<file path="config.mk">
export PLATFORM = sky130hd
export DESIGN_NAME = entity_id_text_normalizer
export DESIGN_NICKNAME = d
export VERILOG_FILES = /design/src/sv/eitn_pkg.sv /design/src/sv/eitn_classify.sv /design/src/sv/entity_id_text_normalizer.sv
export SDC_FILE = /design/constraint.sdc
export NUM_CORES = 1
export LEC_CHECK = 0
export ABC_AREA = 1
export BUFFER_PORTS_ARGS = -buffer_cell sky130_fd_sc_hd__buf_4
export CAP_MARGIN = 0
export CORE_ASPECT_RATIO = 0.6
export CORE_MARGIN = 8
export CORE_UTILIZATION = 65
export DETAILED_ROUTE_END_ITERATION = 8
export PLACE_DENSITY = 0.91
export SLEW_MARGIN = 15
export SYNTH_ARGS = -nofsm -noshare
export SYNTH_HDL_FRONTEND = slang
export SYNTH_HIERARCHICAL = 1
export SYNTH_SLANG_ARGS = --single-unit
</file>
<file path="constraint.sdc">
create_clock -name i_clk -period 12.5 [get_ports i_clk]
set_clock_uncertainty 0.15 [all_clocks]
set_input_delay 2.5 -clock i_clk [delete_from_list [all_inputs] [get_ports i_clk]]
set_output_delay 2.5 -clock i_clk [all_outputs]
set_load 0.05 [all_outputs]
</file>
<file path="src/sv/eitn_pkg.sv">
`default_nettype none
package eitn_pkg;

    // Whole-character key: byte count above the character bytes
    typedef logic [34:0] t_key;

    typedef struct packed {
        logic sp;     // space class: first byte <= 0x20, or underscore
        logic qt;     // quote class
        logic dl;     // any delimiter, spaces included
        logic hard;   // delimiter that is neither space nor quote
    } t_class;

    typedef struct packed {
        logic [31:0] bytes;
        logic [2:0]  len;
        logic        last;
    } t_res;

    localparam int DelimCount = 23;
    localparam int QuoteCount = 7;

    localparam logic [7:0] SEP_SPACE = 8'h5F;
    localparam logic [7:0] SEP_HARD  = 8'h2D;
    localparam logic [7:0] SPACE_MAX = 8'h20;
    localparam logic [2:0] MAX_LEN   = 3'd4;

    localparam t_key DELIM_TAB [DelimCount] = '{
        {3'd1, 32'h0000_0022}, {3'd3, 32'h0099_80E2}, {3'd1, 32'h0000_0060},
        {3'd1, 32'h0000_0027}, {3'd1, 32'h0000_003F}, {3'd1, 32'h0000_0021},
        {3'd1, 32'h0000_002F}, {3'd1, 32'h0000_003B}, {3'd1, 32'h0000_003A},
        {3'd1, 32'h0000_002E}, {3'd1, 32'h0000_002C}, {3'd1, 32'h0000_002D},
        {3'd3, 32'h0094_80E2}, {3'd1, 32'h0000_0020}, {3'd1, 32'h0000_0029},
        {3'd1, 32'h0000_0028}, {3'd1, 32'h0000_005B}, {3'd1, 32'h0000_005D},
        {3'd1, 32'h0000_007B}, {3'd1, 32'h0000_007D}, {3'd1, 32'h0000_003C},
        {3'd1, 32'h0000_003E}, {3'd1, 32'h0000_005F}
    };

    localparam t_key QUOTE_TAB [QuoteCount] = '{
        {3'd1, 32'h0000_0022}, {3'd1, 32'h0000_0027}, {3'd3, 32'h0099_80E2},
        {3'd1, 32'h0000_0060}, {3'd1, 32'h0000_003B}, {3'd1, 32'h0000_002E},
        {3'd1, 32'h0000_003A}
    };

    // Result queue
    localparam int FifoDepth = 4;
    localparam int FifoPw    = $clog2(FifoDepth);
    localparam int FifoCw    = $clog2(FifoDepth + 1);

    function automatic logic in_delim(input t_key key);
        logic hit;
        hit = 1'b0;
        for (int i = 0; i < DelimCount; i++) begin
            hit = hit | (DELIM_TAB[i] == key);
        end
        return hit;
    endfunction

    function automatic logic in_quote(input t_key key);
        logic hit;
        hit = 1'b0;
        for (int i = 0; i < QuoteCount; i++) begin
            hit = hit | (QUOTE_TAB[i] == key);
        end
        return hit;
    endfunction

endpackage
`default_nettype wire

</file>
<file path="src/sv/eitn_classify.sv">
`default_nettype none
// Clamps the length, clears unused bytes and classifies the character.
module eitn_classify (
    input  wire logic [31:0]    i_char_bytes,
    input  wire logic [2:0]     i_char_len,
    output logic [31:0]         o_bytes,
    output logic [2:0]          o_len,
    output eitn_pkg::t_class    o_class
);

    eitn_pkg::t_key key;
    logic           sp;
    logic           qt;
    logic           dl;

    always_comb begin
        o_len = (i_char_len > eitn_pkg::MAX_LEN) ? eitn_pkg::MAX_LEN : i_char_len;
        case (o_len)
            3'd0:    o_bytes = 32'h0;
            3'd1:    o_bytes = {24'h0, i_char_bytes[7:0]};
            3'd2:    o_bytes = {16'h0, i_char_bytes[15:0]};
            3'd3:    o_bytes = {8'h0, i_char_bytes[23:0]};
            default: o_bytes = i_char_bytes;
        endcase
    end

    assign key = {o_len, o_bytes};
    assign sp  = (o_bytes[7:0] <= eitn_pkg::SPACE_MAX) || (o_bytes[7:0] == eitn_pkg::SEP_SPACE);
    assign qt  = eitn_pkg::in_quote(key);
    assign dl  = sp | eitn_pkg::in_delim(key);

    assign o_class = '{sp: sp, qt: qt, dl: dl, hard: dl & ~sp & ~qt};

endmodule
`default_nettype wire

</file>
<file path="src/sv/entity_id_text_normalizer.sv">
`default_nettype none
// Entity-id normaliser. One UTF-8 character per input transfer (bytes, length,
// last), producing the entity-id form on the output channel one character per
// transfer. Leading quotes and spaces are dropped; each run of spaces and
// delimiters becomes a single '_' (spaces only) or '-' (any other delimiter);
// a trailing run gives '-' only when it holds a hard delimiter. The transfer
// with last set always yields one result with out_last set, possibly empty
// (out_len 0). Lengths above 4 count as 4; bytes past the length are emitted
// as zero. Input transfers are taken every cycle while the output keeps up;
// a character that closes a run yields two results, so the output channel
// (one result per cycle while i_stall is low) sets the sustained rate. Each
// character passes an input register, then a four-entry result queue whose
// head drives the outputs.
module entity_id_text_normalizer (
    input  wire logic           i_clk,
    input  wire logic           i_rst_n,
    input  wire logic           i_valid,
    output logic                o_stall,
    input  wire logic [31:0]    i_char_bytes,
    input  wire logic [2:0]     i_char_len,
    input  wire logic           i_last,
    output logic                o_valid,
    input  wire logic           i_stall,
    output logic [31:0]         o_out_bytes,
    output logic [2:0]          o_out_len,
    output logic                o_out_last
);

    // ---- input register ----
    logic           r_in_valid, n_in_valid;
    logic [31:0]    r_bytes;
    logic [2:0]     r_len;
    logic           r_last;

    // ---- run state ----
    logic r_at_start, n_at_start;
    logic r_run_open, n_run_open;
    logic r_run_sp,   n_run_sp;     // run holds spaces only
    logic r_run_hard, n_run_hard;   // run holds a hard delimiter

    // ---- result queue ----
    eitn_pkg::t_res                 r_fifo [eitn_pkg::FifoDepth];
    logic [eitn_pkg::FifoPw-1:0]    r_wp, n_wp;
    logic [eitn_pkg::FifoPw-1:0]    r_rp, n_rp;
    logic [eitn_pkg::FifoCw-1:0]    r_count, n_count;

    logic [31:0]        c_bytes;
    logic [2:0]         c_len;
    eitn_pkg::t_class   c_cls;

    logic               in_xfer;
    logic               out_xfer;
    logic               room;
    logic               fire;
    logic [1:0]         n_res;
    eitn_pkg::t_res     res0, res1;

    eitn_classify u_classify (
        .i_char_bytes (r_bytes),
        .i_char_len   (r_len),
        .o_bytes      (c_bytes),
        .o_len        (c_len),
        .o_class      (c_cls)
    );

    // Room for the worst case of two results, judged on the registered count
    assign room     = (r_count <= eitn_pkg::FifoCw'(eitn_pkg::FifoDepth - 2));
    assign fire     = r_in_valid & room;
    assign o_stall  = r_in_valid & ~room;
    assign in_xfer  = i_valid & ~o_stall;
    assign o_valid  = (r_count != '0);
    assign out_xfer = o_valid & ~i_stall;

    assign o_out_bytes = r_fifo[r_rp].bytes;
    assign o_out_len   = r_fifo[r_rp].len;
    assign o_out_last  = r_fifo[r_rp].last;

    assign n_in_valid = in_xfer | (r_in_valid & ~fire);

    // Character processing and flag update
    always_comb begin
        logic end_open, end_hard;
        n_at_start = r_at_start;
        n_run_open = r_run_open;
        n_run_sp   = r_run_sp;
        n_run_hard = r_run_hard;
        n_res      = 2'd0;
        res0       = '{bytes: 32'h0, len: 3'd0, last: 1'b1};
        res1       = '{bytes: c_bytes, len: c_len, last: r_last};
        end_open   = r_run_open;
        end_hard   = r_run_hard;

        if (fire) begin
            if (c_len != 3'd0 && !(r_at_start && (c_cls.sp || c_cls.qt)) && !c_cls.dl) begin
                // ordinary character, closing any open run first
                n_at_start = 1'b0;
                n_run_open = 1'b0;
                n_run_sp   = 1'b1;
                n_run_hard = 1'b0;
                if (r_run_open) begin
                    res0  = '{bytes: {24'h0, r_run_sp ? eitn_pkg::SEP_SPACE : eitn_pkg::SEP_HARD},
                              len: 3'd1, last: 1'b0};
                    n_res = 2'd2;
                end else begin
                    res0  = res1;
                    n_res = 2'd1;
                end
                if (r_last) begin
                    n_at_start = 1'b1;
                end
            end else begin
                if (c_len != 3'd0 && !(r_at_start && (c_cls.sp || c_cls.qt))) begin
                    // delimiter extends or opens a run
                    n_at_start = 1'b0;
                    n_run_open = 1'b1;
                    n_run_sp   = r_run_open ? (r_run_sp & c_cls.sp)     : c_cls.sp;
                    n_run_hard = r_run_open ? (r_run_hard | c_cls.hard) : c_cls.hard;
                    end_open   = 1'b1;
                    end_hard   = n_run_hard;
                end
                if (r_last) begin
                    if (end_open && end_hard) begin
                        res0 = '{bytes: {24'h0, eitn_pkg::SEP_HARD}, len: 3'd1, last: 1'b1};
                    end
                    n_res      = 2'd1;
                    n_at_start = 1'b1;
                    n_run_open = 1'b0;
                    n_run_sp   = 1'b1;
                    n_run_hard = 1'b0;
                end
            end
        end
    end

    always_comb begin
        n_wp    = r_wp + eitn_pkg::FifoPw'(n_res);
        n_rp    = out_xfer ? (r_rp + eitn_pkg::FifoPw'(1)) : r_rp;
        n_count = r_count + eitn_pkg::FifoCw'(n_res) - eitn_pkg::FifoCw'(out_xfer);
    end

    always_ff @(posedge i_clk) begin
        if (!i_rst_n) begin
            r_in_valid <= 1'b0;
            r_at_start <= 1'b1;
            r_run_open <= 1'b0;
            r_run_sp   <= 1'b1;
            r_run_hard <= 1'b0;
            r_wp       <= '0;
            r_rp       <= '0;
            r_count    <= '0;
        end else begin
            r_in_valid <= n_in_valid;
            r_at_start <= n_at_start;
            r_run_open <= n_run_open;
            r_run_sp   <= n_run_sp;
            r_run_hard <= n_run_hard;
            r_wp       <= n_wp;
            r_rp       <= n_rp;
            r_count    <= n_count;
        end
    end

    // Payload: no reset
    always_ff @(posedge i_clk) begin
        if (in_xfer) begin
            r_bytes <= i_char_bytes;
            r_len   <= i_char_len;
            r_last  <= i_last;
        end
        if (n_res != 2'd0) begin
            r_fifo[r_wp] <= res0;
        end
        if (n_res == 2'd2) begin
            r_fifo[r_wp + eitn_pkg::FifoPw'(1)] <= res1;
        end
    end

    // ---- assertions ----
    a_count_bound: assert property (@(posedge i_clk) disable iff (!i_rst_n)
        r_count <= eitn_pkg::FifoCw'(eitn_pkg::FifoDepth))
        else $error("result queue overfilled");

    a_end_resets: assert property (@(posedge i_clk) disable iff (!i_rst_n)
        fire && r_last |=> r_at_start && !r_run_open)
        else $error("state not cleared after end of string");

    a_empty_is_last: assert property (@(posedge i_clk) disable iff (!i_rst_n)
        o_valid && (o_out_len == 3'd0) |-> o_out_last)
        else $error("empty result not marked last");

    a_run_after_start: assert property (@(posedge i_clk) disable iff (!i_rst_n)
        r_run_open |-> !r_at_start)
        else $error("run open during leading trim");

    a_len_bound: assert property (@(posedge i_clk) disable iff (!i_rst_n)
        o_valid |-> o_out_len <= eitn_pkg::MAX_LEN)
        else $error("result length out of range");

endmodule
`default_nettype wire
</file>
# Yosys cells after proc, flatten, opt, wreduce, memory -nomap -nowiden
# Memory sizes are Yosys's and may differ from the RTL's. A register that Yosys moved wholly into a read port is not among the register bits.
# Cells that the tools add are included.
# word_totals
register_bits	48
mem_bits_rw	144
in_bits	40
word_cells	144
memories	1
# mem_list
name	depth	width	rd	rd_ports_with_merged_regs	wr	line_no	text
r_fifo	4	36	1	1	2	entity_id_text_normalizer.sv:42	eitn_pkg::t_res r_fifo [eitn_pkg::FifoDepth];
# classes
addsub	5
magnitude_cmp	3
eq_ne	28
n_mux	37
n_bitwise	45
n_reduce_logical	14
# op_table
cell	n
$eq 33x35->1 const A	21
$pmux 32 s4	1
$mux 36	3
$eq 34x35->1 const A	2
$or 1x1->1	31
$mux 1	24
$mux 10	2
$mux 2	5
$reduce_bool 3->1	3
$and 1x1->1	8
$eq 8x7->1 const B	1
$le 8x6->1 const B	1
$mux 7	1
$eq 3x2->1 const B	2
$not 1->1	6
$add 2x1->2 const B	2
$logic_and 1x1->1	4
$add 3x2->3	1
$eq 3x1->1 const B	1
$gt 3x3->1 const B	1
$le 3x2->1 const B	1
$logic_not 3->1	1
$mux 3	1
$sub 3x1->3	1
other kinds (6)	8

# Longest topological paths before layout
# depth
word_depth	40
ltp_mapped	27
ltp_nobuf	25

# Hierarchy
# Netlist, hierarchy kept.
# by_module_without_submodules
mod	n_inst	cells_per_inst	area_per_inst_um2	seq_area_each_um2
entity_id_text_normalizer	1	908	9013.6	5685.5
eitn_classify	1	173	762.0	0.0

# Worst setup path after synthesis
# No wires, ideal clock.
# synth_timing
path_kind	register to register
start	register r_len[2]
end	memory r_fifo[3][0] (netlist name) (enable)
setup_ns	0.479
t_arrival_ns	4.570
required_ns	11.871
slack_ns	7.300
path_stages_with_launch	18
path_buffers	2
cell_sequence	edfxtp_1 nor2_4 nand2_4 buf_6 nand2_2 nor2_1 nand2_1 nand2_1 nand2_1 nand3_1 nand2_1 nand3_1 buf_4 o21ai_2 nand3_1 nand2_1 nand2_1 o21ai_0
# synth_rtl
item	line_no	text
start, declared	entity_id_text_normalizer.sv:32	logic [2:0] r_len;
start signal, assigned	entity_id_text_normalizer.sv:167	r_len <= i_char_len;
end, declared	entity_id_text_normalizer.sv:42	

==> metrics.md <==
| Metric | Value |
|---|---|
| Total global-route track usage | a little over a quarter |
| Avg WL per Cell | a little under 20 um |
| Delay-heaviest family, CP | buffers and inverters |
| Mapped Cells | between 1000 and 1500 |
| GPL Wtd Cong | just under 1 |
| Sink Count | ~190 |
| Placed cell areas | roughly 10000 um^2 |
| Post-synthesis cell area | roughly 9800 um^2 |
| Crit path largest cell delay | 0.58 ns |
| TritonCTS Buffers | 17 |
| Post-route clock period utilization | a little under half |
| Final instance area | about 11000 um^2 |
| Critical path class | flop to output port |
| Largest family of logic cells by synthesized area | simple AND/OR/NAND/NOR gates |
| Post-Layout Cell Count | between 1000 and 1500 |
| RSZ-0062 raised after global routing | false |
| Hold WS | approximately 0.32 ns |
| YS warnings | 6 |
| Worst VDD drop | 0.0933 mV |
| Drt via density | a little over 6 |
| Final design utilization | between 70% and 80% |
| Syn_nets | 1126 |
| Worst-path clk slew | 0.07 ns |
| Die Width | approximately 170 um |
| Hold buffer count at CTS | 0 |
| Fmax | 0.175 GHz |
| DRT Pass-1 Iters | 8 |
| WP data required | 9.85 ns |
| CP cell instances | buf_4 -> clkinv_1 -> buf_4 -> o21ai_0 -> o22ai_1 -> buf_4 |
| Max transition margin | slightly below 20% |
| Share of cells above drive strength 1 | between 10% and 20% |
| Post-CTS Setup Repair Bufs | 0 |
| Max clock buf depth | 2 |
| Total wire length | 26.2 mm |
| CTS tree | yes |
| Root buffer cell | clkbuf_16 |
| Final hold violations | 0 |
| Number of global-route vias before repair | approximately 7900 |
| Post-Synth Simple-Gate Area | between 10% and 20% |
| Status | finished clean |
| CP Buf/Inv Count | 4 |
| Vias | slightly above 8000 |
| I/O pin cnt | between 70 and 80 |
| Antenna viol nets, final | 0 |
| Area growth syn-to-layout | 12.7% |
| Maximum number of pins on one net before global-route repair | 74 |
| Antenna violations before repair | 0 |
| Die height | approximately 110 um |
| Most used cell, CP | buf_4 |
| IO buf count | 77 |
| Synth unique cells | 39 |
| Antenna diode count | 0 |
| Grt ovf | 0 |
| HP Class | flop to flop |
| WP data arrival | between 3 and 4 ns |
| Leak | 5.24 nW |
| Total negative slack | 0 ns |
| Post-Synth Adder-Cell Area | less than 1% |
| Area of the die | ~19000 um^2 |
| # setup viols final | 0 |
| Startpoint Class | flop |
| DR DRC count | 0 |
| Max-cap violations | 0 |
| Initial Util | about 67% |
| Pwr Density | roughly 180 nW/um^2 |
| Hpwl dp | approximately 16 mm |
| Core ar. | around 15000 um^2 |
| Seq/Total Area, Yosys | 58.2% |
| Global-route wire length before repair | about 41 mm |
| Least-Margin Pin Slew | around 1.2 ns |
| Xor/xnor share of the synthesized area | 0.0896% |
| Post-layout power | ~2.0 mW |
| FP Rows | 34 |
| DRT iter0 DRCs | ~1400 |
| CP endpoint kind | output port |
| Synth Area in Compound Gates | roughly 15% |
| Mux cell area share after synthesis | 0% |
| DP Cell Count | 1311 |
| Min Tclk post-route | approximately 5.7 ns |
| CTS H-tree depth | 4 |
| Pre-CTS setup slack | about 7.4 ns |
| CP max stage cell | buf_4 |
| Fill cell count | roughly 950 |
| Synthesized area per cell | ~9 um^2 |
| Pins Over Slew Limit | 0 |
| Nets | about 1200 |
| Final worst slack | slightly below 7 ns |
| Post-synthesis register bit count | between 150 and 200 |
| CP Max Fanout | 73 |
| Clock latency on the worst-skew pair | 0.44 ns |
| PostCTS Resize Cnt | 0 |
## sequential cells by signal (all words and copies together) (netlist names), 2 cells and up, named ones only
signal and count:
r_fifo 144, r_wp 2, r_count 3, r_len 3
r_bytes 32, r_rp 2
## worst paths after layout
path	to	from	cells past startpoint	slack (ns)
setup / recovery	o_out_bytes[31]	flop	6	6.79
hold / removal	r_rp[1]	r_rp[1]	2	0.32
setup reg to reg	r_fifo[1][2]	r_len[2]	15	7.30
hold reg to reg	r_rp[1]	r_rp[1]	2	0.32
## power breakdown
part	total [mW]	internal [mW]	leakage, nW	switching (mW)
combinational	0.671	0.169	3.04	0.503
sequential	0.784	0.760	1.93	0.0234
clock	0.538	0.281	0.271	0.256
## cell usage in the layout, fill, tap and decap left out, types with 2 or more instances in the layout
master and n:
buf_4 86, o21ai_2 3, dfxtp_1 13, nor4_1 2
inv_1 188, nand3_2 2, nor2_4 6, o22ai_1 36
nand4_1 6, clkinvlp_4 3, a31oi_1 56, ha_1 4
nand2_2 6, nor2_2 2, o21ai_0 95, inv_6 6
a21oi_1 66, nor3_1 4, nand2_4 3, o21ai_4 2
nand3_1 24, nand2_1 124, clkinv_1 3, clkbuf_16 17
nor2_1 189, edfxtp_1 180, inv_2 2
## layer usage
layer | vias up | part of all wire (%) | GRT usage (%)
met2 | 686 | 43 | 40.3
met5 | - | 0 | 0
met4 | 0 | 2.7 | 8.34
li1 | 3737 | - | -
met3 | 97 | 16 | 9.73
met1 | 3692 | 38 | 35.3
## synthesized netlist by cell type
cell	count	area, um^2
a21boi_1	1	7.51
clkbuf_1	28	105
buf_6	2	22.5
nand3_1	24	120
buf_4	9	67.6
buf_1	4	15.0
nor4_1	2	12.5
clkbuf_2	1	5.00
inv_1	189	709
o22ai_1	36	225
a21oi_2	1	8.76
fa_1	1	20.0
xor2_1	1	8.76
nor2_4	4	45.0
buf_2	10	50.1
nor2_8	1	20.0
inv_2	2	7.51
nand3b_1	1	7.51
a21oi_1	66	330
nor2_2	1	6.26
a31oi_1	56	350
dfxtp_1	14	280
nand2_4	3	33.8
nand2_1	124	465
clkinv_2	1	5.00
o211ai_1	1	7.51
clkinv_1	1	3.75
nand4_1	6	37.5
nor3_1	4	20.0
o21ai_0	97	485
nor2_1	192	721
ha_1	4	50.1
edfxtp_1	180	5410
o21ai_2	3	26.3
nand2_2	6	37.5
o21bai_1	1	7.51
nand3_4	1	17.5
nand3_2	2	20.0
o21a_1	1	7.51
## area by class of cell
class,count,area [um^2],share of cell area [%]
Clock inverter,14,145,1.32
Sequential cell,194,5690,51.6
Clock buffer,18,429,3.89
Multi-Input combinational cell,640,3140,28.5
Timing Repair Buffer,86,646,5.86
Inverter,193,726,6.59
Tap cell,198,248,2.25
## tightest hold or removal path: stages (launching register included)
cell and delay (ns):
dfxtp_1 0.30, inv_1 0.06, a21oi_1 0.07
## cells by family after synthesis
group / after synthesis
compound gates: 263
xor+xnor: 1
fa+ha+maj: 5
buf+inv: 247
flops: 194
simple gates: 371
Note: power is estimated with default switching activity, not from simulation.
